File: config.mk
export PLATFORM = sky130hd
export DESIGN_NAME = token_bucket_rate_limiter_top
export DESIGN_NICKNAME = d
export VERILOG_FILES = /design/src/sv/tbrl_pkg.sv /design/src/sv/tbrl_addsub.sv /design/src/sv/tbrl_core.sv /design/src/sv/token_bucket_rate_limiter_top.sv
export SDC_FILE = /design/constraint.sdc
export NUM_CORES = 2
export LEC_CHECK = 0
export ABC_AREA = 0
export BUFFER_PORTS_ARGS = -buffer_cell sky130_fd_sc_hd__buf_2
export CORE_UTILIZATION = 40
export CTS_CLUSTER_SIZE = 12
export DETAILED_ROUTE_END_ITERATION = 10
export MAX_ROUTING_LAYER = met4
export PLACE_DENSITY_LB_ADDON = 0.3
export REMOVE_ABC_BUFFERS = 1
export SYNTH_ARGS = -nofsm -noshare
export SYNTH_HDL_FRONTEND = slang
export SYNTH_SLANG_ARGS = --single-unit
export TNS_END_PERCENT = 20
File: constraint.sdc
create_clock -name clk -period 13.2 [get_ports clk]
set_clock_uncertainty 0.1 [all_clocks]
set_input_delay 0 -clock clk [delete_from_list [all_inputs] [get_ports clk]]
set_output_delay 0 -clock clk [all_outputs]
set_load 0.05 [all_outputs]
File: src/sv/tbrl_pkg.sv
`default_nettype none
// ----------------------------------------------------------------------------
// tbrl_pkg
// Shared widths, codes and types of the token bucket rate limiter.
// ----------------------------------------------------------------------------
package tbrl_pkg;

  localparam int RATE_W     = 20;
  localparam int PERMIT_W   = 32;
  localparam int IVAL_W     = 36;
  localparam int TIME_W     = 48;
  localparam int WAIT_W     = 21;
  localparam int OUTCOME_W  = 2;
  localparam int CFG_IDX_W  = 2;
  localparam int CFG_DATA_W = 36;
  localparam int FRAC_W     = 16;
  localparam int ALU_W      = 64;
  localparam int DIV_STEPS  = TIME_W + FRAC_W;
  localparam int MUL_STEPS  = RATE_W;
  localparam int CNT_W      = 6;

  localparam logic [RATE_W-1:0]   RATE_RESET     = 20'd1000;
  localparam logic [PERMIT_W-1:0] PERMITS_RESET  = 32'd1000;
  localparam logic [IVAL_W-1:0]   INTERVAL_RESET = 36'd65536000;
  localparam logic [TIME_W-1:0]   TIME_MAX       = {TIME_W{1'b1}};
  localparam logic [WAIT_W-1:0]   WAIT_MAX       = {WAIT_W{1'b1}};

  typedef enum logic [CFG_IDX_W-1:0] {
    REG_MAX_RATE        = 2'd0,
    REG_MAX_PERMITS     = 2'd1,
    REG_PERMIT_INTERVAL = 2'd2
  } cfg_reg_t;

  typedef enum logic {
    CMD_ACQUIRE  = 1'b0,
    CMD_ROLLBACK = 1'b1
  } command_t;

  typedef enum logic [OUTCOME_W-1:0] {
    OUT_GRANTED = 2'd0,
    OUT_WAIT    = 2'd1,
    OUT_REFUSED = 2'd2
  } outcome_t;

  typedef enum logic {
    ALU_ADD = 1'b0,
    ALU_SUB = 1'b1
  } alu_op_t;

  typedef enum logic [3:0] {
    ST_IDLE,
    ST_DECIDE,
    ST_DIV,
    ST_REFILL,
    ST_ADVANCE,
    ST_CHECK,
    ST_MUL,
    ST_DEBT,
    ST_FINISH
  } state_t;

  typedef struct packed {
    logic [RATE_W-1:0]   max_rate;
    logic [PERMIT_W-1:0] max_permits;
    logic [IVAL_W-1:0]   permit_interval;
  } cfg_t;

  typedef struct packed {
    logic [OUTCOME_W-1:0] outcome;
    logic [WAIT_W-1:0]    wait_us;
  } result_t;

endpackage
`default_nettype wire

File: src/sv/tbrl_addsub.sv
`default_nettype none
// ----------------------------------------------------------------------------
// tbrl_addsub
// Shared 64-bit adder/subtractor used by the division, refill, advance, multiply and debt steps of the sequencer.
// ----------------------------------------------------------------------------
module tbrl_addsub (
  input  wire logic [tbrl_pkg::ALU_W-1:0] a,
  input  wire logic [tbrl_pkg::ALU_W-1:0] b,
  input  wire tbrl_pkg::alu_op_t          op,
  output logic      [tbrl_pkg::ALU_W-1:0] result,
  output logic                            carry
);
  import tbrl_pkg::*;

  logic [ALU_W:0] full;

  // subtract as a + ~b + 1, carry set means no borrow
  always_comb begin
    if (op == ALU_SUB) begin
      full = {1'b0, a} + {1'b0, ~b} + {{ALU_W{1'b0}}, 1'b1};
    end else begin
      full = {1'b0, a} + {1'b0, b};
    end
  end

  assign result = full[ALU_W-1:0];
  assign carry  = full[ALU_W];

endmodule
`default_nettype wire

File: src/sv/tbrl_core.sv
`default_nettype none
// ----------------------------------------------------------------------------
// tbrl_core
// Sequencer and bucket state; refill division and debt multiply run one bit
// per cycle through the shared adder.
// ----------------------------------------------------------------------------
module tbrl_core (
  input  wire logic                          clk,
  input  wire logic                          rst,
  input  wire logic                          in_valid,
  output logic                               in_ready,
  input  wire logic                          in_cmd,
  input  wire logic [tbrl_pkg::TIME_W-1:0]   in_now,
  input  wire logic [tbrl_pkg::PERMIT_W-1:0] in_req,
  input  wire tbrl_pkg::cfg_t                cfg,
  output logic                               res_valid,
  input  wire logic                          res_ready,
  output tbrl_pkg::result_t                  res
);
  import tbrl_pkg::*;

  state_t state, state_next;

  logic                cmd;
  logic [TIME_W-1:0]   now;
  logic [PERMIT_W-1:0] req;
  logic [PERMIT_W-1:0] stored, stored_next;
  logic [TIME_W-1:0]   last, last_next;
  logic [ALU_W-1:0]    dvd, dvd_next;
  logic [IVAL_W-1:0]   rem, rem_next;
  logic [TIME_W-1:0]   elapsed, elapsed_next;
  logic [55:0]         acc, acc_next;
  logic [55:0]         mcand, mcand_next;
  logic [RATE_W-1:0]   mplier, mplier_next;
  logic [CNT_W-1:0]    cnt, cnt_next;
  result_t             res_next;

  logic [ALU_W-1:0] alu_a, alu_b, alu_res;
  alu_op_t          alu_op;
  logic             alu_carry;

  logic [IVAL_W-1:0]   iv;
  logic [IVAL_W:0]     shifted;
  logic [PERMIT_W:0]   sum33;
  logic [PERMIT_W:0]   deficit;
  logic [TIME_W-1:0]   wait_diff;

  tbrl_addsub u_addsub (
    .a      (alu_a),
    .b      (alu_b),
    .op     (alu_op),
    .result (alu_res),
    .carry  (alu_carry)
  );

  // a zero interval counts as one
  assign iv = (cfg.permit_interval == '0) ? {{(IVAL_W-1){1'b0}}, 1'b1} : cfg.permit_interval;

  assign in_ready  = (state == ST_IDLE);
  assign res_valid = (state == ST_FINISH);

  always_ff @(posedge clk) begin
    if (rst) begin
      state  <= ST_IDLE;
      stored <= '0;
      last   <= '0;
    end else begin
      state  <= state_next;
      stored <= stored_next;
      last   <= last_next;
    end
  end

  always_ff @(posedge clk) begin
    if (in_valid && in_ready) begin
      cmd <= in_cmd;
      now <= in_now;
      req <= in_req;
    end
    dvd     <= dvd_next;
    rem     <= rem_next;
    elapsed <= elapsed_next;
    acc     <= acc_next;
    mcand   <= mcand_next;
    mplier  <= mplier_next;
    cnt     <= cnt_next;
    res     <= res_next;
  end

  always_comb begin
    state_next   = state;
    stored_next  = stored;
    last_next    = last;
    dvd_next     = dvd;
    rem_next     = rem;
    elapsed_next = elapsed;
    acc_next     = acc;
    mcand_next   = mcand;
    mplier_next  = mplier;
    cnt_next     = cnt;
    res_next     = res;
    alu_a        = '0;
    alu_b        = '0;
    alu_op       = ALU_ADD;
    shifted      = {rem, dvd[ALU_W-1]};
    sum33        = {1'b0, stored} + {1'b0, req};
    deficit      = {1'b0, req} - {1'b0, stored};
    wait_diff    = last - now;

    unique case (state)
      ST_IDLE: begin
        if (in_valid) begin
          state_next = ST_DECIDE;
        end
      end

      ST_DECIDE: begin
        res_next.outcome = OUT_GRANTED;
        res_next.wait_us = '0;
        if (cmd == CMD_ROLLBACK) begin
          stored_next = (sum33 < {1'b0, cfg.max_permits}) ? sum33[PERMIT_W-1:0]
                                                           : cfg.max_permits;
          state_next  = ST_FINISH;
        end else if (stored > req) begin
          stored_next = stored - req;
          state_next  = ST_FINISH;
        end else if (now > last) begin
          elapsed_next = now - last;
          dvd_next     = {now - last, {FRAC_W{1'b0}}};
          rem_next     = '0;
          cnt_next     = CNT_W'(DIV_STEPS - 1);
          state_next   = ST_DIV;
        end else begin
          state_next = ST_CHECK;
        end
      end

      // restoring division, quotient shifts into the dividend register
      ST_DIV: begin
        alu_a    = {{(ALU_W-IVAL_W-1){1'b0}}, shifted};
        alu_b    = {{(ALU_W-IVAL_W){1'b0}}, iv};
        alu_op   = ALU_SUB;
        rem_next = alu_carry ? alu_res[IVAL_W-1:0] : shifted[IVAL_W-1:0];
        dvd_next = {dvd[ALU_W-2:0], alu_carry};
        if (cnt == '0) begin
          state_next = ST_REFILL;
        end else begin
          cnt_next = cnt - 1'b1;
        end
      end

      // time consumed by the refill is (elapsed << 16) - remainder
      ST_REFILL: begin
        alu_a  = {elapsed, {FRAC_W{1'b0}}};
        alu_b  = {{(ALU_W-IVAL_W){1'b0}}, rem};
        alu_op = ALU_SUB;
        sum33  = {1'b0, stored} + {1'b0, dvd[PERMIT_W-1:0]};
        if ((dvd[ALU_W-1:PERMIT_W] != '0) || (sum33 >= {1'b0, cfg.max_permits})) begin
          stored_next = cfg.max_permits;
          last_next   = now;
          state_next  = ST_CHECK;
        end else begin
          stored_next  = sum33[PERMIT_W-1:0];
          elapsed_next = alu_res[ALU_W-1:FRAC_W];
          state_next   = ST_ADVANCE;
        end
      end

      // never passes now, so no saturation here
      ST_ADVANCE: begin
        alu_a      = {{(ALU_W-TIME_W){1'b0}}, last};
        alu_b      = {{(ALU_W-TIME_W){1'b0}}, elapsed};
        last_next  = alu_res[TIME_W-1:0];
        state_next = ST_CHECK;
      end

      ST_CHECK: begin
        if (last > now) begin
          res_next.outcome = OUT_WAIT;
          res_next.wait_us = (wait_diff[TIME_W-1:WAIT_W] != '0) ? WAIT_MAX
                                                               : wait_diff[WAIT_W-1:0];
          state_next       = ST_FINISH;
        end else if (!deficit[PERMIT_W] &&
                     (deficit[PERMIT_W-1:0] >= {{(PERMIT_W-RATE_W){1'b0}}, cfg.max_rate})) begin
          res_next.outcome = OUT_REFUSED;
          res_next.wait_us = {{(WAIT_W-1){1'b0}}, 1'b1};
          state_next       = ST_FINISH;
        end else if (req > stored) begin
          mplier_next = deficit[RATE_W-1:0];
          acc_next    = '0;
          mcand_next  = {{(56-IVAL_W){1'b0}}, iv};
          cnt_next    = CNT_W'(MUL_STEPS - 1);
          state_next  = ST_MUL;
        end else begin
          stored_next = stored - req;
          state_next  = ST_FINISH;
        end
      end

      // shift-add multiply of deficit by interval
      ST_MUL: begin
        alu_a = {{(ALU_W-56){1'b0}}, acc};
        alu_b = {{(ALU_W-56){1'b0}}, mcand};
        if (mplier[0]) begin
          acc_next = alu_res[55:0];
        end
        mcand_next  = {mcand[54:0], 1'b0};
        mplier_next = {1'b0, mplier[RATE_W-1:1]};
        if (cnt == '0) begin
          state_next = ST_DEBT;
        end else begin
          cnt_next = cnt - 1'b1;
        end
      end

      ST_DEBT: begin
        alu_a       = {{(ALU_W-TIME_W){1'b0}}, last};
        alu_b       = {{(ALU_W-40){1'b0}}, acc[55:FRAC_W]};
        last_next   = (alu_res[ALU_W-1:TIME_W] != '0) ? TIME_MAX : alu_res[TIME_W-1:0];
        stored_next = '0;
        state_next  = ST_FINISH;
      end

      ST_FINISH: begin
        if (res_ready) begin
          state_next = ST_IDLE;
        end
      end

      default: begin
        state_next = ST_IDLE;
      end
    endcase
  end

endmodule
`default_nettype wire

File: src/sv/token_bucket_rate_limiter_top.sv
`default_nettype none
// ----------------------------------------------------------------------------
// token_bucket_rate_limiter_top
// Token bucket rate limiter with borrowing, stream in and stream out.
// ----------------------------------------------------------------------------
// One word at a time: s_tready is high only while the sequencer is idle. A
// rollback or an acquire served from stored permits goes from decide to the
// result, and an acquire that checks the bucket without a refill passes the
// check step first. An acquire that refills adds the bit-serial refill
// division (one quotient bit per cycle through the shared 64-bit adder) and
// the refill step, the time advance unless the bucket fills, and the
// bit-serial debt multiply and debt step when permits are borrowed. The
// result sits in an output register, so the next word is taken while it waits.
// Configuration writes take effect at once and belong to idle periods.
// ----------------------------------------------------------------------------
module token_bucket_rate_limiter_top (
  input  wire logic                            clk,
  input  wire logic                            rst,
  input  wire logic                            s_tvalid,
  output logic                                 s_tready,
  input  wire logic [79:0]                     s_tdata,   // now_us, required_permits
  input  wire logic                            s_tuser,   // command
  output logic                                 m_tvalid,
  input  wire logic                            m_tready,
  output logic      [23:0]                     m_tdata,   // wait_us, zero pad
  output logic      [1:0]                      m_tuser,   // outcome
  input  wire logic                            cfg_we,
  input  wire logic [tbrl_pkg::CFG_IDX_W-1:0]  cfg_index,
  input  wire logic [tbrl_pkg::CFG_DATA_W-1:0] cfg_data
);
  import tbrl_pkg::*;

  cfg_t    cfg;
  result_t res, out_word;
  logic    res_valid, res_ready;

  always_ff @(posedge clk) begin
    if (rst) begin
      cfg.max_rate        <= RATE_RESET;
      cfg.max_permits     <= PERMITS_RESET;
      cfg.permit_interval <= INTERVAL_RESET;
    end else if (cfg_we) begin
      unique case (cfg_index)
        REG_MAX_RATE:        cfg.max_rate        <= cfg_data[RATE_W-1:0];
        REG_MAX_PERMITS:     cfg.max_permits     <= cfg_data[PERMIT_W-1:0];
        REG_PERMIT_INTERVAL: cfg.permit_interval <= cfg_data[IVAL_W-1:0];
        default: begin
        end
      endcase
    end
  end

  tbrl_core u_core (
    .clk       (clk),
    .rst       (rst),
    .in_valid  (s_tvalid),
    .in_ready  (s_tready),
    .in_cmd    (s_tuser),
    .in_now    (s_tdata[TIME_W-1:0]),
    .in_req    (s_tdata[TIME_W+PERMIT_W-1:TIME_W]),
    .cfg       (cfg),
    .res_valid (res_valid),
    .res_ready (res_ready),
    .res       (res)
  );

  // output register frees the sequencer as soon as the word is handed over
  assign res_ready = !m_tvalid || m_tready;

  always_ff @(posedge clk) begin
    if (rst) begin
      m_tvalid <= 1'b0;
    end else if (res_ready) begin
      m_tvalid <= res_valid;
    end
  end

  always_ff @(posedge clk) begin
    if (res_valid && res_ready) begin
      out_word <= res;
    end
  end

  assign m_tdata = {3'b000, out_word.wait_us};
  assign m_tuser = out_word.outcome;

endmodule
`default_nettype wire

==> metrics.md <==
| Metric | Value |
|---|---|
| Status | finished, final reports clean |
| Via count | 48330 |
| Cell Rows | 127 |
| Post-DR vias/cell | 6.219 |
| Setup TNS | 0 ns |
| CTS max path bufs | 3 |
| Die X | 349.3 um |
| DP Area | 0.05047 mm2 |
| Post-CTS setup buffer count | 0 |
| Minimum clock period | 9.048 ns |
| Die Height | 349.3 um |
| Slew headroom | 12.37% |
| Post-synthesis xor/xnor area fraction | 4.683% |
| Compound-Gate Fraction of Synth Area | 24.81% |
| Hold depth | 4 |
| Synthesis-to-layout area growth | 14.76% |
| Logic gate share of total power | 64.8% |
| Worst Hold Launch | cfg_data[1] |
| Post-synthesis mux area share | 2.557% |
| # port buffers | 148 |
| CP endpoint kind | register |
| Crit path kind | register to register |
| Hold Slack | 0.05249 ns |
| First-pass iteration count of the detailed router | 7 |
| Antenna violations before repair | 10 |
| Cells after synthesis | 5903 |
| Core area | 0.1198 mm2 |
| Drc violations | 0 |
| Sw frac | 53.61% |
| Number of synthesis warnings | 0 |
| Final Max Slew Viols | 0 |
| Initial DRC count | 5965 |
| Arrival time worst endpoint | 9.25 ns |
| Post-DP HPWL | 172500 um |
| Commonest non-fill, non-tap cells in the layout | nand2_1 (800), a21oi_1 (595), inv_1 (437) |
| H-tree lvl count | 3 |
| R2R Path End | u_core.mcand[53] |
| GRT Overall Usage | 36.25% |
| Critical Path Fanout Max | 56 |
| Post-Synth Adder-Cell Area | 11.25% |
| Sequential area share after synthesis | 32.88% |
| RePlAce Congestion | 1.044 |
| Post-route ant nets | 0 |
| Total Wirelength | 220800 um |
| Max Cap Violations | 0 |
| Clk network pwr share | 15.2% |
| Seq pwr share | 20.0% |
| Most common cell after layout, fill and taps aside | nand2_1 |
| Starting Density | 40.27% |
| Async S/R FF share, synth | 0% |
| Clk sinks | 586 |
| Most used DFF post-synth | edfxtp_1 |
| Vias in the first global route | 44670 |
| Mean Syn Cell Area | 8.174 um2 |
| CTS Root Cell | clkbuf_16 |
| Largest family of logic cells by synthesized area | compound AO/OA/AOI/OAI gates |
| RR Startpoint | u_core.stored[1] |
| R2R setup slack | 4.15 ns |
| Pwr/cell area | 266.9 mW/mm2 |
| IO Count | 152 |
| Design Area, Final | 0.05538 mm2 |
| RSZ-0062 raised after global routing | false |
| Simple-gate share of the synthesized area | 17.56% |
| Clock latency on the worst-skew pair | 0.71 ns |
| First-pass GRT wire length | 316000 um |
| Final cycle utilization of the critical path | 68.54% |
| Final core utilization | 46.22% |
| Leak Pwr | 21.75 nW |
| Cell count after placement | 7395 |
| Share of layout cells above drive strength 1 | 7.860% |
| Routed length per placed instance | 28.41 um |
| Area share of the largest cell type after synthesis | 25.70% |
| CTS tree | built |
| Fmax | 110.5 MHz |
| Dominant cell type by area after synthesis | edfxtp_1 |
| Cts bufs inserted | 77 |
| Mapped cell area | 0.04825 mm2 |
| Final setup vio count | 0 |
| Die area | 0.1220 mm2 |
| Ranking of synthesized cells by area | edfxtp_1 (26%), ha_1 (11%), dfxtp_1 (7.2%) |
| Post-synth EDFFs | 413 |
| Startpoint Class | register |
| Reg2reg path depth | 25 |
| Worst VDD drop | 131.4 uV |
| CP max-delay cell | a211oi_1 |
| Cell-internal power | 6.856 mW |
| Critical path required time | 13.41 ns |
| CP peak stage delay | 0.92 ns |
| Yosys reg bits | 586 |
| Worst slew pin tran | 1.307 ns |
| Total gr overflow | 0 |
| Min-Delay Path Class | input pin to register |
| Hold path endpoint | cfg[37] |
| Switching pwr | 7.923 mW |
| Largest net degree at the start of global routing | 118 |
| Non-filler cells, final | 7771 |
| Layout Nets | 6635 |
| Clock slew at reported path FFs | 0.06 ns |
| Distinct cells, synth | 92 |
| Final Hold Fails | 0 |
-- layout make-up --
| type | count | area (um2) |
|---|---|---|
| Inverter | 442 | 1659 |
| Timing Repair Buffer | 449 | 3566 |
| Clock inverter | 39 | 476.7 |
| Fill cell | 11970 | 64440 |
| Tap cell | 1612 | 2017 |
| Antenna cell | 14 | 35.03 |
| Sequential cell | 586 | 15870 |
| Clock buffer | 103 | 2190 |
| Multi-Input combinational cell | 4526 | 29560 |
-- cells by family (layout without fill, tap and decap cells) --
family | count (synthesis) | in the layout
mux | 118 | 118
xor+xnor | 258 | 258
compound gates | 1859 | 1859
buf+inv | 793 | 1033
fa+ha+maj | 429 | 429
simple gates | 1859 | 1859
flops | 586 | 586
other cells | 1 | 17
-- what timing repair did --
action	4_1_cts	5_1_grt
endpoints found under the hold margin	237	0
gates resized for setup	0	0
hold buffers	220	0
-- cells in the mapped netlist (all sizes together), types with 61 or more instances --
library cell  count
nand4            93
o21bai           74
inv             440
mux2i            76
a31oi            62
buf              67
nor3             90
a211oi           66
o21ai           355
nor4             75
a21oi           597
clkbuf          284
nand2           807
o211ai           61
edfxtp          413
nand3           101
dfxtp           173
a21o            133
xor2             65
nor2            425
ha              421
xnor2           193
-- worst max-delay path: cells and delay by family (launching register included) --
kind | cells | cell delay, ns
AO/OA/AOI/OAI | 12 | 4.02
XOR/XNOR | 1 | 0.30
adder cells (fa/ha/maj) | 2 | 0.70
buffers and inverters | 3 | 1.21
AND/OR/NAND/NOR | 7 | 1.60
flip-flops | 1 | 0.57
-- worst max-delay path by stage --
stage                startpoint               end  slack, ns  cells after the start
6_report       u_core.stored[1]  u_core.mcand[53]       4.15                     25
5_1_grt        u_core.stored[1]  u_core.mcand[52]       3.75                     25
4_1_cts        u_core.stored[1]  u_core.mcand[43]       4.33                     25
3_5_place_dp   u_core.stored[1]  u_core.mcand[43]       4.38                     25
3_3_place_gp   u_core.stored[1]  u_core.mcand[43]       4.44                     25
2_1_floorplan   u_core.state[2]    u_core.last[0]      -2.80                     16
-- power groups by stage --
stage | clock network [mW] | registers [mW] | logic [mW]
6_report | 2.25 | 2.96 | 9.57
5_1_grt | 2.33 | 2.97 | 10.1
4_1_cts | 2.27 | 2.94 | 9.28
3_5_place_dp | 0 | 2.97 | 9.19
3_3_place_gp | 0 | 2.97 | 9.18
2_1_floorplan | 0 | 2.84 | 5.76
-- sequential cells by signal, summed over array words and instances (netlist names) --
register,count
u_core.mplier,20
u_core.res,23
u_core.mcand,56
u_core.acc,56
cfg,88
u_core.dvd,64
u_core.last,48
u_core.cmd,1
u_core.now,48
u_core.cnt,6
u_core.elapsed,48
u_core.req,32
u_core.state,4
m_tuser,2
u_core.stored,32
u_core.rem,36
m_tvalid,1
m_tdata,21
-- metrics by stage --
| step | power [mW] | setup slack [ns] |
|---|---|---|
| floorplan | 8.598 | -2.804 |
| global placement | 12.15 | 4.442 |
| finish | 14.78 | 4.152 |
| CTS | 14.49 | 4.326 |
| detailed placement | 12.15 | 4.380 |
| global route | 15.45 | 3.747 |
-- routing by layer --
metal	part of all wire (%)	GRT usage (%)	vias up
met5	0	-	-
met4	4.9	14.96	0
met3	9.3	7.015	400
met2	43	53.27	2447
met1	43	48.50	23610
li1	-	-	21870
(Power assumes the default switching activity.)
